`config.mk`:
```
export PLATFORM = sky130hd
export DESIGN_NAME = gfb_queue
export DESIGN_NICKNAME = d
export VERILOG_FILES = /design/src/rtl/gfb_queue.sv
export SDC_FILE = /design/constraint.sdc
export NUM_CORES = 1
export LEC_CHECK = 0
export BUFFER_PORTS_ARGS = -buffer_cell sky130_fd_sc_hd__buf_2
export CORE_MARGIN = 2
export CORE_UTILIZATION = 40
export DETAILED_ROUTE_END_ITERATION = 8
export HOLD_SLACK_MARGIN = 0.1
export MAX_ROUTING_LAYER = met4
export SLEW_MARGIN = 25
export SYNTH_ARGS = -nofsm -noshare
export SYNTH_HDL_FRONTEND = slang
export SYNTH_SLANG_ARGS = --single-unit
```
`constraint.sdc`:
```
create_clock -name clk -period 1.6 [get_ports clk]
set_input_delay 0.24 -clock clk [delete_from_list [all_inputs] [get_ports clk]]
set_output_delay 0.24 -clock clk [all_outputs]
set_load 0.01 [all_outputs]
```
`src/rtl/gfb_queue.sv`:
```
// Small register FIFO between the front and back ends.
module gfb_queue #(
  parameter int WIDTH = 27,
  parameter int DEPTH = 4
) (
  input  logic             clk,
  input  logic             rst,
  input  logic             push,
  input  logic [WIDTH-1:0] push_data,
  output logic             full,
  input  logic             pop,
  output logic [WIDTH-1:0] pop_data,
  output logic             empty
);

  localparam int PTR_W = (DEPTH > 1) ? $clog2(DEPTH) : 1;
  localparam int CNT_W = $clog2(DEPTH + 1);

  logic [WIDTH-1:0] slots [DEPTH];
  logic [PTR_W-1:0] wr_ptr;
  logic [PTR_W-1:0] rd_ptr;
  logic [CNT_W-1:0] count;

  assign full     = (count == CNT_W'(DEPTH));
  assign empty    = (count == '0);
  assign pop_data = slots[rd_ptr];

  always_ff @(posedge clk) begin
    if (rst) begin
      wr_ptr <= '0;
      rd_ptr <= '0;
      count  <= '0;
    end else begin
      if (push) begin
        wr_ptr <= (wr_ptr == PTR_W'(DEPTH - 1)) ? '0 : wr_ptr + PTR_W'(1);
      end
      if (pop) begin
        rd_ptr <= (rd_ptr == PTR_W'(DEPTH - 1)) ? '0 : rd_ptr + PTR_W'(1);
      end
      if (push && !pop) begin
        count <= count + CNT_W'(1);
      end else if (pop && !push) begin
        count <= count - CNT_W'(1);
      end
    end
    if (push) begin
      slots[wr_ptr] <= push_data;
    end
  end

endmodule

```
==> summary.txt, run 1 <==
Floorplan
  • Row cnt: 38
  • Die area: 0.01181 sq mm
  • Num ports: 60
  • Die X: 108.7 um
  • Starting Density: 40.80%
  • Placeable Area: 0.01075 sq mm
  • Chip height: 108.7 um

Setup path
  • Critical Path AT: 1.75 ns
  • Worst R2R Setup Slack: 0.14 ns
  • CP peak stage delay: 0.54 ns
  • CP endpoint kind: output pin
  • Worst r2r path cells: 4
  • Worst path bufs/invs: 2
  • CP max stage cell: mux4_2
  • Worst R2R End: count[2]$_SDFFE_PP0P_
  • Crit path cell chain: buf_12 -> mux4_2 -> buf_6
  • Worst setup SP type: flop
  • Critical path data required time: 1.36 ns
  • WS Path Type: reg2out
  • Largest fanout on the critical path: 11
  • Reg-to-reg critical path startpoint: count[0]$_SDFFE_PP0P_
  • Crit-path leading delay family: multiplexers

Finish
  • Fillcell total: 892
  • Layout Nets: 338
  • Area growth from synthesis to layout: 33.96%
  • Share of cells above drive strength 1: 42.81%
  • Antenna cells: 0

Global route
  • GRT Overall Usage: 14.89%
  • First-pass GRT wire length: 12.17 mm
  • Grt ovf: 0
  • Vias in the first global route: 2367
  • Initial antenna violation count: 0
  • Largest net degree at the start of global routing: 28

STA
  • RSZ-0062 raised after global routing: yes
  • Slew Limit Fails: 0
  • Layout Skew: 0.006501 ns
  • Final period util: 124.3%
  • Slew margin rel.: 69.48%
  • Post-layout min period: 1.989 ns
  • Final hold vios: 0
  • Setup violators final: 27
  • FMAX: 502.6 MHz
  • Worst slew pin tran: 0.4578 ns
  • Setup ws final: -0.3895 ns
  • Setup TNS: -9.530 ns

Worst hold path
  • HP Start: pop
  • Hold WC Path Type: in2reg
  • Hold Path Depth: 4

Synthesis
  • Post-synth EDFFs: 108
  • Register area share after synthesis: 78.08%
  • Most frequent cell after synthesis: edfxtp_1
  • #FFs+latches synth: 117
  • Synth Instances: 185
  • Primary FF master, synth: edfxtp_1
  • Cell Area, Synth: 0.004384 sq mm
  • Synth cell count leaders: 108 x edfxtp_1, 20 x mux4_2, 9 x dfxtp_1, 7 x mux4_1, 7 x nor2_1
  • Post-Syn Nets: 223
  • Synth area leader: edfxtp_1
  • Yosys warns: 0
  • Synth area leaders: edfxtp_1 74%, mux4_2 10%, mux4_1 4.2%
  • Share of the synthesized area in the top cell type: 73.97%
  • Synthesized area per cell: 23.70 sq um
  • Library cells used by synthesis: 19
  • Fraction of registers with async set/reset: 0%

Status
  • Status: complete, but fails checks
  • Violated checks: setup timing

Power
  • VDD IR max: 0.0006878 V
  • Leakage: 2.087 nW
  • PwrDens: 1325 mW/mm^2

Clock network
  • CTS buffer count: 17
  • Worst-path clk slew: 0.06 ns
  • Worst-Skew Late Latency: 0.51 ns
  • CTS Buffer Depth: 2
  • Clock root buffer: clkbuf_8
  • Clock sinks: 117
  • CTS tree: built
  • H-tree levels: 4

Route
  • DR pass1 iterations: 4
  • DRT iter0 DRCs: 87
  • Post-DRT Antenna Nets: 0
  • Vias/cell: 4.786
  • Avg WL per Cell: 16.90 um
  • Number of remaining DRC errors: 0
  • Vias: 2168
  • Post-Route WL: 7.654 mm

Flow run
  • Max-cap violations: 0

Placed design
  • Detail Placement HPWL: 4.556 mm
  • Worst slack at placement: -0.07628 ns
  • IO buf count: 59
  • Routability congestion estimate: 0.6867
[worst max-delay path by stage]
stage,start,endpoint,slack (ns),depth (start not counted)
after floorplan,wr_ptr[0]$_SDFFE_PP0P_,slots[1][0]$_DFFE_PP_,0.01,2
after CTS,flop,pop_data[20],-0.45,3
after detailed placement,pop,count[2]$_SDFFE_PP0P_,-0.08,8
after global routing,flop,pop_data[26],-0.45,3
final,flop,pop_data[21],-0.39,3
after global placement,pop,count[2]$_SDFFE_PP0P_,-0.02,8
[state kept, by name (all words and copies together) (netlist names), named ones only]
register,count
rd_ptr,2
slots,108
count,3
wr_ptr,2
[through the flow]
stage          cells  hold slack (ns)  instance area, sq um  power [mW]  utilization, %
2_1_floorplan    185           0.3091                  4388       3.972               -
3_3_place_gp     393           0.4549                  4957       4.245           46.13
3_5_place_dp     393           0.4620                  4957       4.262           46.13
4_1_cts          453           0.1194                  5829       7.830           54.25
5_1_grt          453           0.1392                  5873       8.088           54.66
6_report         453           0.1379                  5873       7.785           54.66
[layer usage]
layer | up-vias | GRT usage (%) | wire [um]
met5 | - | - | 0
met4 | 0 | 5.495 | 76
met3 | 12 | 4.662 | 283
met2 | 52 | 22.59 | 3713
met1 | 1101 | 19.02 | 3581
li1 | 1003 | - | -
[placed cells by master, fill, tap and decap left out, types with 2 or more instances in the layout]
cell type	synthesis	routed
ha_1	6	6
mux2i_1	4	4
clkbuf_16	0	16
clkinv_2	0	2
edfxtp_1	108	108
dlygate4sd3_1	0	28
mux4_2	20	27
inv_1	4	4
buf_4	0	9
dfxtp_1	9	8
buf_12	2	4
a21oi_1	2	2
clkinv_1	0	3
bufinv_16	0	2
nor3b_1	2	2
buf_2	3	44
nor2_1	7	7
xor2_1	2	2
buf_6	1	17
and2_4	0	3
clkinvlp_4	0	5
[logic make-up after synthesis]
group / after synthesis / share of synthesized area [%]
and+or+nand+nor: 15 / 1.769
muxes: 31 / 15.38
xor gates and xnor gates: 2 / 0.3996
adders and majority gates: 7 / 2.169
DFF: 117 / 78.08
buffers and inverters: 10 / 1.855
AOI/OAI and AO/OA: 3 / 0.3424
[final cells by class]
| type | count | area (sq um) | area share, % |
|---|---|---|---|
| well taps | 140 | 175.2 | 2.983 |
| multi-input cells | 58 | 862.1 | 14.68 |
| flip-flops and latches | 117 | 3427 | 58.35 |
| clock inverters | 14 | 136.4 | 2.322 |
| inverters | 4 | 15.01 | 0.2556 |
| clock buffers | 18 | 417.9 | 7.115 |
| repair buffers | 102 | 839.6 | 14.29 |
[tightest hold or removal path, cell delays in order]
cell and delay, ns:
buf_2 0.09, buf_4 0.11, mux2i_1 0.06, nor2_1 0.10
[repair_timing]
| item | CTS | global route |
|---|---|---|
| buffers inserted | 0 | 0 |
| endpoints found under the hold margin | 117 | 0 |
| gates resized for setup | 16 | 13 |
| setup endpoints to repair | 77 | 54 |
| hold buffers | 28 | 0 |
[report_power, final]
part	switching, mW	total (mW)	internal (mW)	leakage (nW)
clock	1.28	3.47	2.19	0.256
combinational	0.344	0.762	0.417	0.764
sequential	0.0525	3.55	3.50	1.07
total	1.68	7.78	6.11	2.09
Note: power is estimated with default switching activity, not from simulation.
==> run 2: changes to the inputs <==
--- a/config.mk
+++ b/config.mk
@@ -11,6 +11,7 @@
 export DETAILED_ROUTE_END_ITERATION = 8
 export HOLD_SLACK_MARGIN = 0.1
 export MAX_ROUTING_LAYER = met4
+export REMOVE_ABC_BUFFERS = 1
 export SLEW_MARGIN = 25
 export SYNTH_ARGS = -nofsm -noshare
 export SYNTH_HDL_FRONTEND = slang
==> summary.txt, run 2 (synthesized netlist as in run 1, its figures left out) <==
Route
  • Post-Route WL: 7.714 mm
  • Number of remaining DRC errors: 0
  • Avg WL per Cell: 17.03 um
  • Vias: 2168
  • Vias/cell: 4.786
  • Post-DRT Antenna Nets: 0
  • DRT iter0 DRCs: 106
  • DR pass1 iterations: 4

Worst hold path
  • Hold WC Path Type: in2reg

Floorplan
  • Placeable Area: 0.01075 sq mm
  • Row cnt: 38
  • Die area: 0.01181 sq mm
  • Chip height: 108.7 um
  • Die X: 108.7 um
  • Starting Density: 40.80%
  • Num ports: 60

Clock network
  • CTS Buffer Depth: 2
  • CTS tree: built
  • CTS buffer count: 17
  • Clock sinks: 117
  • Worst-path clk slew: 0.05 ns
  • H-tree levels: 4
  • Clock root buffer: clkbuf_8
  • Worst-Skew Late Latency: 0.51 ns

Finish
  • Finished layout cell area: 0.005876 sq mm
  • Antenna cells: 0
  • Largest register FFs: 108
  • Top reg by flops: slots
  • Layout Nets: 338
  • Commonest non-fill, non-tap cells in the layout: 108 x edfxtp_1, 41 x buf_2, 28 x dlygate4sd3_1, 27 x mux4_2, 18 x buf_6
  • Commonest non-fill, non-tap cell in the layout: edfxtp_1
  • Share of cells above drive strength 1: 42.81%
  • Top Registers: slots: 108 flops, count: 3 flops
  • Final Core Density: 54.68%
  • Area growth from synthesis to layout: 34.02%

STA
  • Final hold vios: 0
  • Post-layout min period: 1.994 ns
  • Layout Skew: 0.006483 ns
  • Slew Limit Fails: 0
  • Setup ws final: -0.3942 ns
  • Setup TNS: -9.714 ns
  • Worst slew pin tran: 0.4329 ns
  • FMAX: 501.5 MHz
  • Setup violators final: 27
  • RSZ-0062 raised after global routing: yes
  • Final period util: 124.6%
  • Slew margin rel.: 71.14%

Setup path
  • WS Path Type: reg2out
  • Crit-path leading delay family: multiplexers
  • Worst setup SP type: flop
  • Crit path cell chain: buf_12 -> mux4_2 -> buf_6
  • Critical path data required time: 1.36 ns
  • CP peak stage delay: 0.54 ns
  • CP endpoint kind: output pin
  • CP max stage cell: mux4_2
  • Critical Path AT: 1.75 ns
  • Worst path bufs/invs: 2
  • Largest fanout on the critical path: 8

Placed design
  • Routability congestion estimate: 0.6408
  • DP Area: 0.004943 sq mm
  • IO buf count: 59
  • Detail Placement HPWL: 4.563 mm

Power
  • PwrDens: 1291 mW/mm^2
  • VDD IR max: 0.0006728 V
  • Tot Pwr: 7.585 mW
  • Leakage: 2.097 nW

Global route
  • Largest net degree at the start of global routing: 28
  • GRT Overall Usage: 14.93%
  • First-pass GRT wire length: 11.89 mm
  • Grt ovf: 0
  • Vias in the first global route: 2315
  • Initial antenna violation count: 0

Status
  • Status: complete, but fails checks
  • Violated checks: setup timing

Flow run
  • Max-cap violations: 0
==> run 2: tightest hold or removal path: cells and delay by family <==
| kind | cells | cell delay (ns) |
|---|---|---|
| mux | 1 | 0.06 |
| simple gates | 1 | 0.17 |
| buf+inv | 2 | 0.20 |
==> run 2: timing repair <==
item / 4_1_cts / 5_1_grt
gates cloned: 2 / 0
buffers inserted: 1 / 0
endpoints found under the setup margin: 69 / 54
hold buffers: 28 / 0
gates resized for setup: 23 / 10
endpoints found under the hold margin: 117 / 0
==> run 2: stage by stage <==
| stage | setup slack [ns] | cells | hold WS (ns) |
|---|---|---|---|
| 6_report | -0.3942 | 453 | 0.2287 |
| 5_1_grt | -0.4751 | 453 | 0.2272 |
| 4_1_cts | -0.4961 | 454 | 0.2000 |
| 3_5_place_dp | -0.09301 | 391 | 0.4586 |
| 3_3_place_gp | -0.01733 | 391 | 0.4542 |
| 2_1_floorplan | -0.5611 | 179 | 0.3091 |
==> run 2: worst paths after layout <==
| kind | startpoint | slack [ns] | end | cells after the start |
|---|---|---|---|---|
| max | flop | -0.39 | pop_data[10] | 3 |
| min | pop | 0.23 | rd_ptr[1]$_SDFFE_PP0P_ | 4 |
| max reg2reg | count[0]$_SDFFE_PP0P_ | 0.13 | count[2]$_SDFFE_PP0P_ | 4 |
| min reg2reg | count[2]$_SDFFE_PP0P_ | 0.51 | count[2]$_SDFFE_PP0P_ | 2 |
==> run 2: metal layers <==
metal / up-vias / GRT usage [%] / wire length (um)
met5: - / - / 0
met4: 0 / 6.868 / 58
met3: 5 / 5.619 / 347
met2: 60 / 23.26 / 3960
met1: 1107 / 17.28 / 3348
li1: 996 / - / -
==> run 2: where the power goes <==
| group | internal (mW) | switching, mW |
|---|---|---|
| clock | 2.03 | 1.21 |
| combinational | 0.437 | 0.348 |
| sequential | 3.50 | 0.0551 |
==> run 2: area by class of cell <==
class | instances | area, sq um
fillers | 880 | 4870
flip-flops and latches | 117 | 3428
repair buffers | 102 | 878.3
multi-input cells | 58 | 862.1
clock buffers | 22 | 432.9
well taps | 140 | 175.2
clock inverters | 10 | 83.83
inverters | 4 | 15.01
