[src/rtl/gfb_pkg.sv]
// Shared types and constants of the grayscale frame buffer.
package gfb_pkg;

  localparam int GEO_W       = 9;
  localparam int PROD_W      = 2 * GEO_W;
  localparam int QUEUE_DEPTH = 4;

  localparam logic [1:0] OP_PLOT = 2'd0;
  localparam logic [1:0] OP_READ = 2'd1;
  localparam logic [1:0] OP_FILL = 2'd2;

  localparam logic [1:0] REG_PIXEL_FORMAT = 2'd0;
  localparam logic [1:0] REG_IMAGE_WIDTH  = 2'd1;
  localparam logic [1:0] REG_IMAGE_HEIGHT = 2'd2;

  typedef enum logic [2:0] {
    K_WRITE,
    K_RMW_LO,
    K_RMW_HI,
    K_READ8,
    K_READ_LO,
    K_READ_HI,
    K_READ_ZERO,
    K_FILL
  } kind_t;

  typedef struct packed {
    kind_t      kind;
    logic [7:0] value;
  } cmd_t;

  typedef struct packed {
    logic             pixel_format;
    logic [GEO_W-1:0] image_width;
    logic [GEO_W-1:0] image_height;
  } cfg_t;

endpackage

[src/rtl/gfb_front.sv]
// Front end: accepts items, classifies them and computes store addresses.
module gfb_front #(
  parameter int MAX_WIDTH  = 256,
  parameter int MAX_HEIGHT = 256,
  parameter int ADDR_W     = 16
) (
  input  logic                clk,
  input  logic                rst,
  input  logic                start,
  output logic                busy,
  input  logic [1:0]          opcode,
  input  logic [15:0]         x_coord,
  input  logic [15:0]         y_coord,
  input  logic [31:0]         colour_word,
  input  gfb_pkg::cfg_t       cfg,
  input  logic                clearing,
  input  logic                q_full,
  output logic                push,
  output gfb_pkg::cmd_t       push_cmd,
  output logic [ADDR_W-1:0]   push_addr
);

  localparam int GW = gfb_pkg::GEO_W;
  localparam int PW = gfb_pkg::PROD_W;

  logic          a_valid;
  gfb_pkg::cmd_t a_cmd;
  logic [GW-1:0] a_mul;
  logic [GW-1:0] a_row;
  logic [GW-1:0] a_add;

  logic          accept;
  logic          keep;
  gfb_pkg::cmd_t cmd_next;
  logic [GW-1:0] mul_next;
  logic [GW-1:0] add_next;
  logic [GW-1:0] w_sat;
  logic [GW-1:0] h_sat;
  logic [GW-1:0] w;
  logic [GW-1:0] h;
  logic [GW-1:0] row;
  logic          empty;
  logic          in_range;
  logic [GW-1:0] xc;
  logic [GW-1:0] yc;
  logic [7:0]    g8;
  logic [3:0]    g4;
  logic [PW-1:0] prod;

  assign busy   = clearing || (a_valid && q_full);
  assign accept = start && !busy;

  assign w_sat = (32'(cfg.image_width) > MAX_WIDTH) ? GW'(MAX_WIDTH) : cfg.image_width;
  assign h_sat = (32'(cfg.image_height) > MAX_HEIGHT) ? GW'(MAX_HEIGHT) : cfg.image_height;
  assign w     = {w_sat[GW-1:1], 1'b0};
  assign h     = h_sat;
  assign row   = cfg.pixel_format ? {1'b0, w[GW-1:1]} : w;
  assign empty = (w == '0) || (h == '0);

  assign in_range = ({{(16-GW){1'b0}}, w} > x_coord) && ({{(16-GW){1'b0}}, h} > y_coord);
  assign xc = (x_coord >= {{(16-GW){1'b0}}, w}) ? w - GW'(1) : x_coord[GW-1:0];
  assign yc = (y_coord >= {{(16-GW){1'b0}}, h}) ? h - GW'(1) : y_coord[GW-1:0];

  assign g8 = colour_word[15:8];
  assign g4 = colour_word[15:12];

  always_comb begin
    keep           = 1'b0;
    cmd_next.kind  = gfb_pkg::K_WRITE;
    cmd_next.value = g8;
    mul_next       = '0;
    add_next       = '0;
    case (opcode)
      gfb_pkg::OP_PLOT: begin
        keep     = in_range;
        mul_next = y_coord[GW-1:0];
        if (cfg.pixel_format) begin
          cmd_next.kind  = x_coord[0] ? gfb_pkg::K_RMW_HI : gfb_pkg::K_RMW_LO;
          cmd_next.value = {4'h0, g4};
          add_next       = {1'b0, x_coord[GW-1:1]};
        end else begin
          add_next = x_coord[GW-1:0];
        end
      end
      gfb_pkg::OP_READ: begin
        keep = 1'b1;
        if (empty) begin
          cmd_next.kind = gfb_pkg::K_READ_ZERO;
        end else if (cfg.pixel_format) begin
          cmd_next.kind = xc[0] ? gfb_pkg::K_READ_HI : gfb_pkg::K_READ_LO;
          mul_next      = yc;
          add_next      = {1'b0, xc[GW-1:1]};
        end else begin
          cmd_next.kind = gfb_pkg::K_READ8;
          mul_next      = yc;
          add_next      = xc;
        end
      end
      gfb_pkg::OP_FILL: begin
        keep           = !empty;
        cmd_next.kind  = gfb_pkg::K_FILL;
        cmd_next.value = cfg.pixel_format ? {g4, g4} : g8;
        mul_next       = h - GW'(1);
        add_next       = row - GW'(1);
      end
      default: begin
        keep = 1'b0;
      end
    endcase
  end

  always_ff @(posedge clk) begin
    if (rst) begin
      a_valid <= 1'b0;
    end else if (accept) begin
      a_valid <= keep;
    end else if (push) begin
      a_valid <= 1'b0;
    end
    if (accept) begin
      a_cmd <= cmd_next;
      a_mul <= mul_next;
      a_row <= row;
      a_add <= add_next;
    end
  end

  assign prod      = PW'(a_mul) * PW'(a_row) + PW'(a_add);
  assign push      = a_valid && !q_full;
  assign push_cmd  = a_cmd;
  assign push_addr = ADDR_W'(prod);

endmodule

[config.mk]
export PLATFORM = sky130hd
export DESIGN_NAME = gfb_front
export DESIGN_NICKNAME = d
export VERILOG_FILES = /design/src/rtl/gfb_pkg.sv /design/src/rtl/gfb_front.sv
export SDC_FILE = /design/constraint.sdc
export NUM_CORES = 1
export LEC_CHECK = 0
export BUFFER_PORTS_ARGS = -buffer_cell sky130_fd_sc_hd__buf_2
export CELL_PAD_IN_SITES_DETAIL_PLACEMENT = 0
export CELL_PAD_IN_SITES_GLOBAL_PLACEMENT = 1
export CORE_MARGIN = 4
export CORE_UTILIZATION = 39
export CTS_CLUSTER_SIZE = 8
export DETAILED_ROUTE_END_ITERATION = 12
export PLACE_DENSITY_LB_ADDON = 0.05
export SYNTH_ARGS = -nofsm -noshare
export SYNTH_HDL_FRONTEND = slang
export SYNTH_SLANG_ARGS = --single-unit
[constraint.sdc]
create_clock -name clk -period 5.3 [get_ports clk]
set_input_delay 0.53 -clock clk [delete_from_list [all_inputs] [get_ports clk]]
set_output_delay 0.53 -clock clk [all_outputs]
set_load 0.02 [all_outputs]
==> key figures, run 1 <==
CTS
  – Clk sink count: 39
  – CTS HTree Levels: 2
  – Num CTS Buffers: 5
  – Root Buffer: clkbuf_16
  – Clock latency at the later pin of the worst-skew pair: approximately 0.28 ns
  – Clk buf depth: 2
  – Hold_buf cts: 0
  – CTS tree: yes
  – Clk pin slew, worst setup/hold paths: 0.06 ns

Global route
  – First-pass GRT wire length: between 20,000 and 30,000 um
  – Total track usage: roughly 18%
  – GR Overflow Total: 0
  – Largest net degree at the start of global routing: 40
  – Antenna violations before repair: 0
  – Vias in the first global route: 5,217

Status
  – Failing checks: setup timing
  – Status: finished, violations left

Timing
  – Tightest Pin Transition: between 1 and 1.5 ns
  – Fmax: approximately 180 MHz
  – Final hold vios: 0
  – Max_slew headroom: 31.2%
  – Slew Viols, Final: 0
  – Setup Skew: around 0.0053 ns
  – Crit path time final: about 5.6 ns
  – Period utilization: 106%
  – Setup TNS: -0.723 ns
  – Fin worst setup slack: -0.293 ns
  – Final setup vio count: 4
  – Unrepaired setup endpoints after global routing: true

Worst setup path
  – Worst r2r path cells: 5
  – R2R Setup Slk: 3.54 ns
  – Critical path cell sequence: nand2_1 -> fa_1 -> inv_1 -> fa_1 -> ha_4 -> fa_1 -> inv_1 -> fa_1 -> inv_1 -> ha_2 -> nor2_2 -> o211ai_1 -> nor3b_2 -> buf_4 -> o221ai_4 -> or4b_1 -> o211ai_1 -> buf_4
  – CP max stage delay: 0.55 ns
  – Crit path capture type: primary output
  – Reg2reg end: a_valid
  – R2r startpoint: a_valid
  – CP max-delay cell: fa_1
  – Worst Path Required: between 4 and 5 ns
  – Crit path kind: reg2out
  – Crit-path max FO: 7
  – CP Launch Type: flip-flop
  – Crit path DAT: 5.06 ns
  – Top cell by count, worst path: fa_1

Hold path
  – Hold path depth: 2
  – HP Start: rst
  – Hold EP: a_valid
  – Hold WC Path Type: in2reg

Die
  – Area of the core: 14,800 sq um
  – Die width: between 100 and 150 um
  – Chip height: roughly 130 um
  – # IOs: 119
  – FP Rows: 44
  – Die area: 17,400 sq um
  – Starting Density: 40.5%

Detailed routing
  – DRT Pass-1 Iters: 6
  – Vias: 5,127
  – # DRC: 0
  – Detail Route Antenna Nets: 0
  – Routed length per instance: roughly 16 um
  – Drt first-iter violations: 321
  – Post-DR vias/cell: 5.25
  – Wirelength, routed: approximately 15,000 um

Logic synthesis
  – Register area share after synthesis: between 15 and 20%
  – Syn avg cell area: around 9.0 sq um
  – Post-synthesis cell count: about 660
  – YS warnings: 0
  – Mapped Nets: 870
  – Netlist cell types: between 60 and 70
  – Synth Area in Compound Gates: around 15%
  – Adder-Cell Fraction of Synth Area: between 30% and 40%
  – Multiplexer share of the synthesized area: 3.45%
  – Number of flops mapped to enable cells by yosys: 38
  – Yosys reg bits: 39
  – Largest family of logic cells by synthesized area: adder cells
  – XOR/XNOR Fraction of Synth Area: under 10%
  – Main flop type after synthesis: edfxtp_1
  – Async SR Flop Fraction: 0%
  – Post-Syn Area: 5980 sq um
  – Post-Synth Simple-Gate Area: about a fifth

Power
  – Pwr Total: between 3 and 4 mW
  – Pwr/cell area: between 400 and 500 nW/um^2
  – VDD IR-drop max: around 0.00042 V
  – Static Leakage: ~3.5 nW

Place
  – I/O Buffers: just over 90
  – Setup WS pre-CTS: -0.286 ns
  – GP Congestion: slightly below 0.9
  – Area after DPL: 6890 sq um
  – Detailed Place HPWL: around 13,000 um
  – Cells after DPL: between 900 and 1,000

Finish
  – Most frequent cells in the layout: buf_2 (87), nand2_1 (71), inv_1 (70)
  – Layout cells sized above 1: between 20% and 30%
  – Fin cells: 977
  – Most common cell after layout, fill and taps aside: buf_2
  – Nets: around 1,000
  – Diode count: 0
  – Final Cell Area: 7440 sq um
  – Area Overhead vs Synth: 24.4%

Run
  – Number of max-cap violations: 0
==> layout make-up <==
| class | count | area, sq um |
|---|---|---|
| multi-input combinational | 522 | 4680 |
| fill | 1414 | 7310 |
| clock buffer | 5 | 125 |
| sequential | 39 | 1160 |
| timing repair buffer | 146 | 913 |
| inverter | 78 | 293 |
| clock inverter | 3 | 38.8 |
| tap | 184 | 230 |
==> power by group <==
part	internal [mW]	switching [mW]	leakage, nW
Combinational	1.23	1.30	3.00
Sequential	0.362	0.0141	0.367
Clock	0.219	0.111	0.0812
==> cells in the mapped netlist (4+ instances only) <==
master | number | share of area, %
o211ai_1 | 13 | 1.6
a21o_1 | 10 | 1.3
a211oi_1 | 4 | 0.50
mux2i_1 | 15 | 2.5
clkbuf_1 | 16 | 1.0
nor3_1 | 8 | 0.67
nor4_1 | 8 | 0.84
nand3_1 | 12 | 1.0
xnor2_1 | 20 | 2.9
inv_1 | 77 | 4.8
nand2b_1 | 8 | 0.84
nand2_1 | 77 | 4.8
ha_1 | 65 | 14
and2_1 | 50 | 5.2
fa_1 | 54 | 18
nand4_1 | 6 | 0.63
o21a_1 | 7 | 0.88
a211o_1 | 4 | 0.59
o21ai_0 | 29 | 2.4
mux2_2 | 5 | 0.94
a21oi_1 | 25 | 2.1
nor2_1 | 22 | 1.4
edfxtp_1 | 38 | 19
o221ai_1 | 10 | 1.5
a221oi_1 | 5 | 0.73
nor2b_1 | 11 | 1.2
xor2_1 | 6 | 0.88
==> what timing repair did <==
item,4_1_cts,5_1_grt
gates resized for setup,44,23
setup buffers,12,2
setup endpoints to repair,7,7
pin swaps,40,15
==> critical path, delay by kind of cell (launching register included) <==
kind,cells,cell delay (ns)
compound gates,3,0.41
fa+ha+maj,6,2.53
buf+inv,5,0.45
flops,1,0.52
simple gates,4,0.88
==> state kept, by name (all words and copies together), names as in the netlist <==
name,count
a_add,9
push_cmd,11
a_mul,9
a_valid,1
a_row,9
==> per-stage QoR <==
step	hold WS (ns)	utilization, %
after global placement	0.459	46.7
after floorplan	0.444	-
after detailed placement	0.472	46.7
after CTS	0.387	49.8
final	0.394	50.4
after global routing	0.388	50.4
==> worst max-delay path by stage <==
stage,startpoint,end,slack [ns],cells past startpoint
after global routing,a_row[2],push_addr[14],-0.54,19
final,a_row[2],push_addr[14],-0.29,18
after detailed placement,a_row[2],push_addr[15],-0.29,18
after global placement,a_row[2],push_addr[14],-0.20,19
after CTS,a_row[0],push_addr[14],-0.29,18
after floorplan,a_row[0],push_addr[15],0.04,17
==> kinds of logic after synthesis <==
kind of cell,after synthesis
compound gates,131
xor+xnor,26
fa+ha+maj,119
buf+inv,100
flops,39
mux,20
simple gates,226
==> metal layers <==
layer,track usage [%],part of all wire [%]
met1,25.2,49
met2,28.8,46
met3,1.56,3.3
met4,4.08,1.6
met5,0,0
Power figures use the tool's default switching activity.
==> inputs of run 2 (changes only) <==
- GPL_TIMING_DRIVEN: not set -> 0
==> run 2 against run 1 <==
Effect of this change:
- the flow still finishes with violations (setup timing)
- hold slack about the same
- critical endpoint unchanged
- via count increased by 2.6%
- die area unchanged
==> key figures, run 2 (synthesized netlist as in run 1, its figures left out) <==
Worst setup path
  – CP Launch Type: flip-flop
  – Crit path capture type: primary output
  – Crit path DAT: ~5 ns
  – Worst r2r path cells: 6
  – Crit path kind: reg2out
  – Worst Path Required: 4.77 ns
  – Crit-path max FO: 6

Place
  – I/O Buffers: 91
  – Setup WS pre-CTS: -0.671 ns
  – Detailed Place HPWL: 13,500 um
  – GP Congestion: roughly 0.85

Global route
  – Antenna violations before repair: 1
  – GR Overflow Total: 0
  – Largest net degree at the start of global routing: 38
  – First-pass GRT wire length: around 27,000 um
  – Total track usage: 18.7%
  – Vias in the first global route: about 5,300

Detailed routing
  – Drt first-iter violations: approximately 280
  – Post-DR vias/cell: about 5.4
  – Routed length per instance: 16.8 um
  – Wirelength, routed: between 15,000 and 20,000 um
  – Vias: 5,260
  – DRT Pass-1 Iters: 5
  – # DRC: 0
  – Detail Route Antenna Nets: 0

CTS
  – CTS tree: yes
  – Clock latency at the later pin of the worst-skew pair: about 0.28 ns
  – Clk pin slew, worst setup/hold paths: 0.06 ns
  – Clk sink count: 39
  – Clk buf depth: 2
  – Num CTS Buffers: 5
  – Root Buffer: clkbuf_16
  – Hold_buf cts: 0
  – CTS HTree Levels: 2

Finish
  – Diode count: 0
  – Most common cell after layout, fill and taps aside: buf_2
  – Layout cells sized above 1: between 20% and 30%
  – Nets: 994
  – Most frequent cells in the layout: buf_2 (87), inv_1 (72), nand2_1 (72)
  – Util after Layout: between 40% and 50%
  – Max FFs per register: 11
  – Area Overhead vs Synth: 23.0%

Power
  – NetSw: 1.38 mW
  – Pwr/cell area: between 400 and 500 nW/um^2
  – VDD IR-drop max: ~0.00040 V
  – Seq pwr share: about an eighth
  – Int Pwr: between 1.5 and 2 mW
  – Pwr Total: just over 3 mW
  – Logic pwr share: roughly three quarters
  – Part of the power in the clock network: roughly an eighth
  – Static Leakage: between 3 and 4 nW
  – Switching share of power: 45.0%

Die
  – Die area: 17,400 sq um
  – # IOs: 119
  – FP Rows: 44
  – Area of the core: about 15,000 sq um
  – Starting Density: roughly 41%
  – Chip height: about 130 um
  – Die width: 132 um

Hold path
  – Hold WC Path Type: in2reg
  – Hold path depth: 2

Timing
  – Final hold vios: 0
  – Slew Viols, Final: 0
  – Max_slew headroom: 53.8%
  – Fmax: 180 MHz
  – Unrepaired setup endpoints after global routing: true
  – Fin worst setup slack: -0.247 ns
  – Final setup vio count: 3
  – Tightest Pin Transition: between 0.6 and 0.7 ns
  – Crit path time final: ~5.5 ns
  – Setup Skew: 0.00667 ns
  – Period utilization: 105%

Run
  – Number of max-cap violations: 0

Status
  – Status: finished, violations left
  – Failing checks: setup timing
run 2: cell count changes in the layout (fill, tap and decap cells not counted), moves of 3 or more:
cell	before	now
ha_4	10	7
clkbuf_1	0	11
ha_1	53	57
nand2_2	7	4
buf_6	8	5
buf_4	50	29
clkbuf_8	0	5
run 2: worst paths after layout:
check / start / endpoint / slack [ns]
max reg2reg: a_valid / a_valid / 4.05
min: rst / a_valid / 0.39
max: a_mul[3] / push_addr[14] / -0.25
min reg2reg: a_valid / a_valid / 0.48
run 2: critical path, stage by stage, from the launching register on:
cell and delay (ns):
edfxtp_1 0.51, buf_4 0.20, and2_1 0.16, fa_1 0.53
inv_1 0.05, fa_1 0.52, inv_1 0.05, fa_1 0.50
fa_1 0.49, ha_1 0.31, ha_1 0.25, or3_1 0.33
o221ai_2 0.08, or4b_1 0.46, o211ai_1 0.11, buf_4 0.17
run 2: metrics by stage:
step	cells	TNS, ns	hold WS [ns]	cell area [sq um]
floorplan	661	0	0.444	6000
global placement	936	-1.86	0.458	6690
detailed placement	937	-1.98	0.473	6720
CTS	970	-0.624	0.393	7310
global route	970	-1.55	0.410	7350
finish	970	-0.587	0.394	7350
run 2: power by group through the flow:
stage / registers [mW] / logic [mW] / clock network [mW]
5_1_grt: 0.376 / 2.56 / 0.403
3_3_place_gp: 0.386 / 1.89 / 0
4_1_cts: 0.375 / 2.25 / 0.387
6_report: 0.375 / 2.31 / 0.381
3_5_place_dp: 0.385 / 1.92 / 0
2_1_floorplan: 0.383 / 1.42 / 0
run 2: repair_timing:
action,4_1_cts,5_1_grt
endpoints found under the setup margin,7,7
pin swaps,36,12
gates resized for setup,53,12
buffers inserted,26,0
run 2: routing by layer:
| layer | part of all wire (%) | up-vias | wire length (um) | track usage (%) |
|---|---|---|---|---|
| met5 | 0.074 | - | 12 | 0 |
| met4 | 1.8 | 2 | 293 | 5.13 |
| met3 | 4.0 | 25 | 654 | 1.45 |
| met2 | 48 | 159 | 7750 | 32.0 |
| met1 | 46 | 2522 | 7540 | 25.7 |
| li1 | - | 2552 | - | - |
run 2: area by class of cell:
| class | count | area [sq um] |
|---|---|---|
| flip-flops and latches | 39 | 1160 |
| fillers | 1449 | 7400 |
| clock buffers | 6 | 129 |
| plain buffers | 21 | 155 |
| inverters | 78 | 293 |
| multi-input cells | 522 | 4640 |
| well taps | 184 | 230 |
| clock inverters | 2 | 60.1 |
| repair buffers | 118 | 688 |
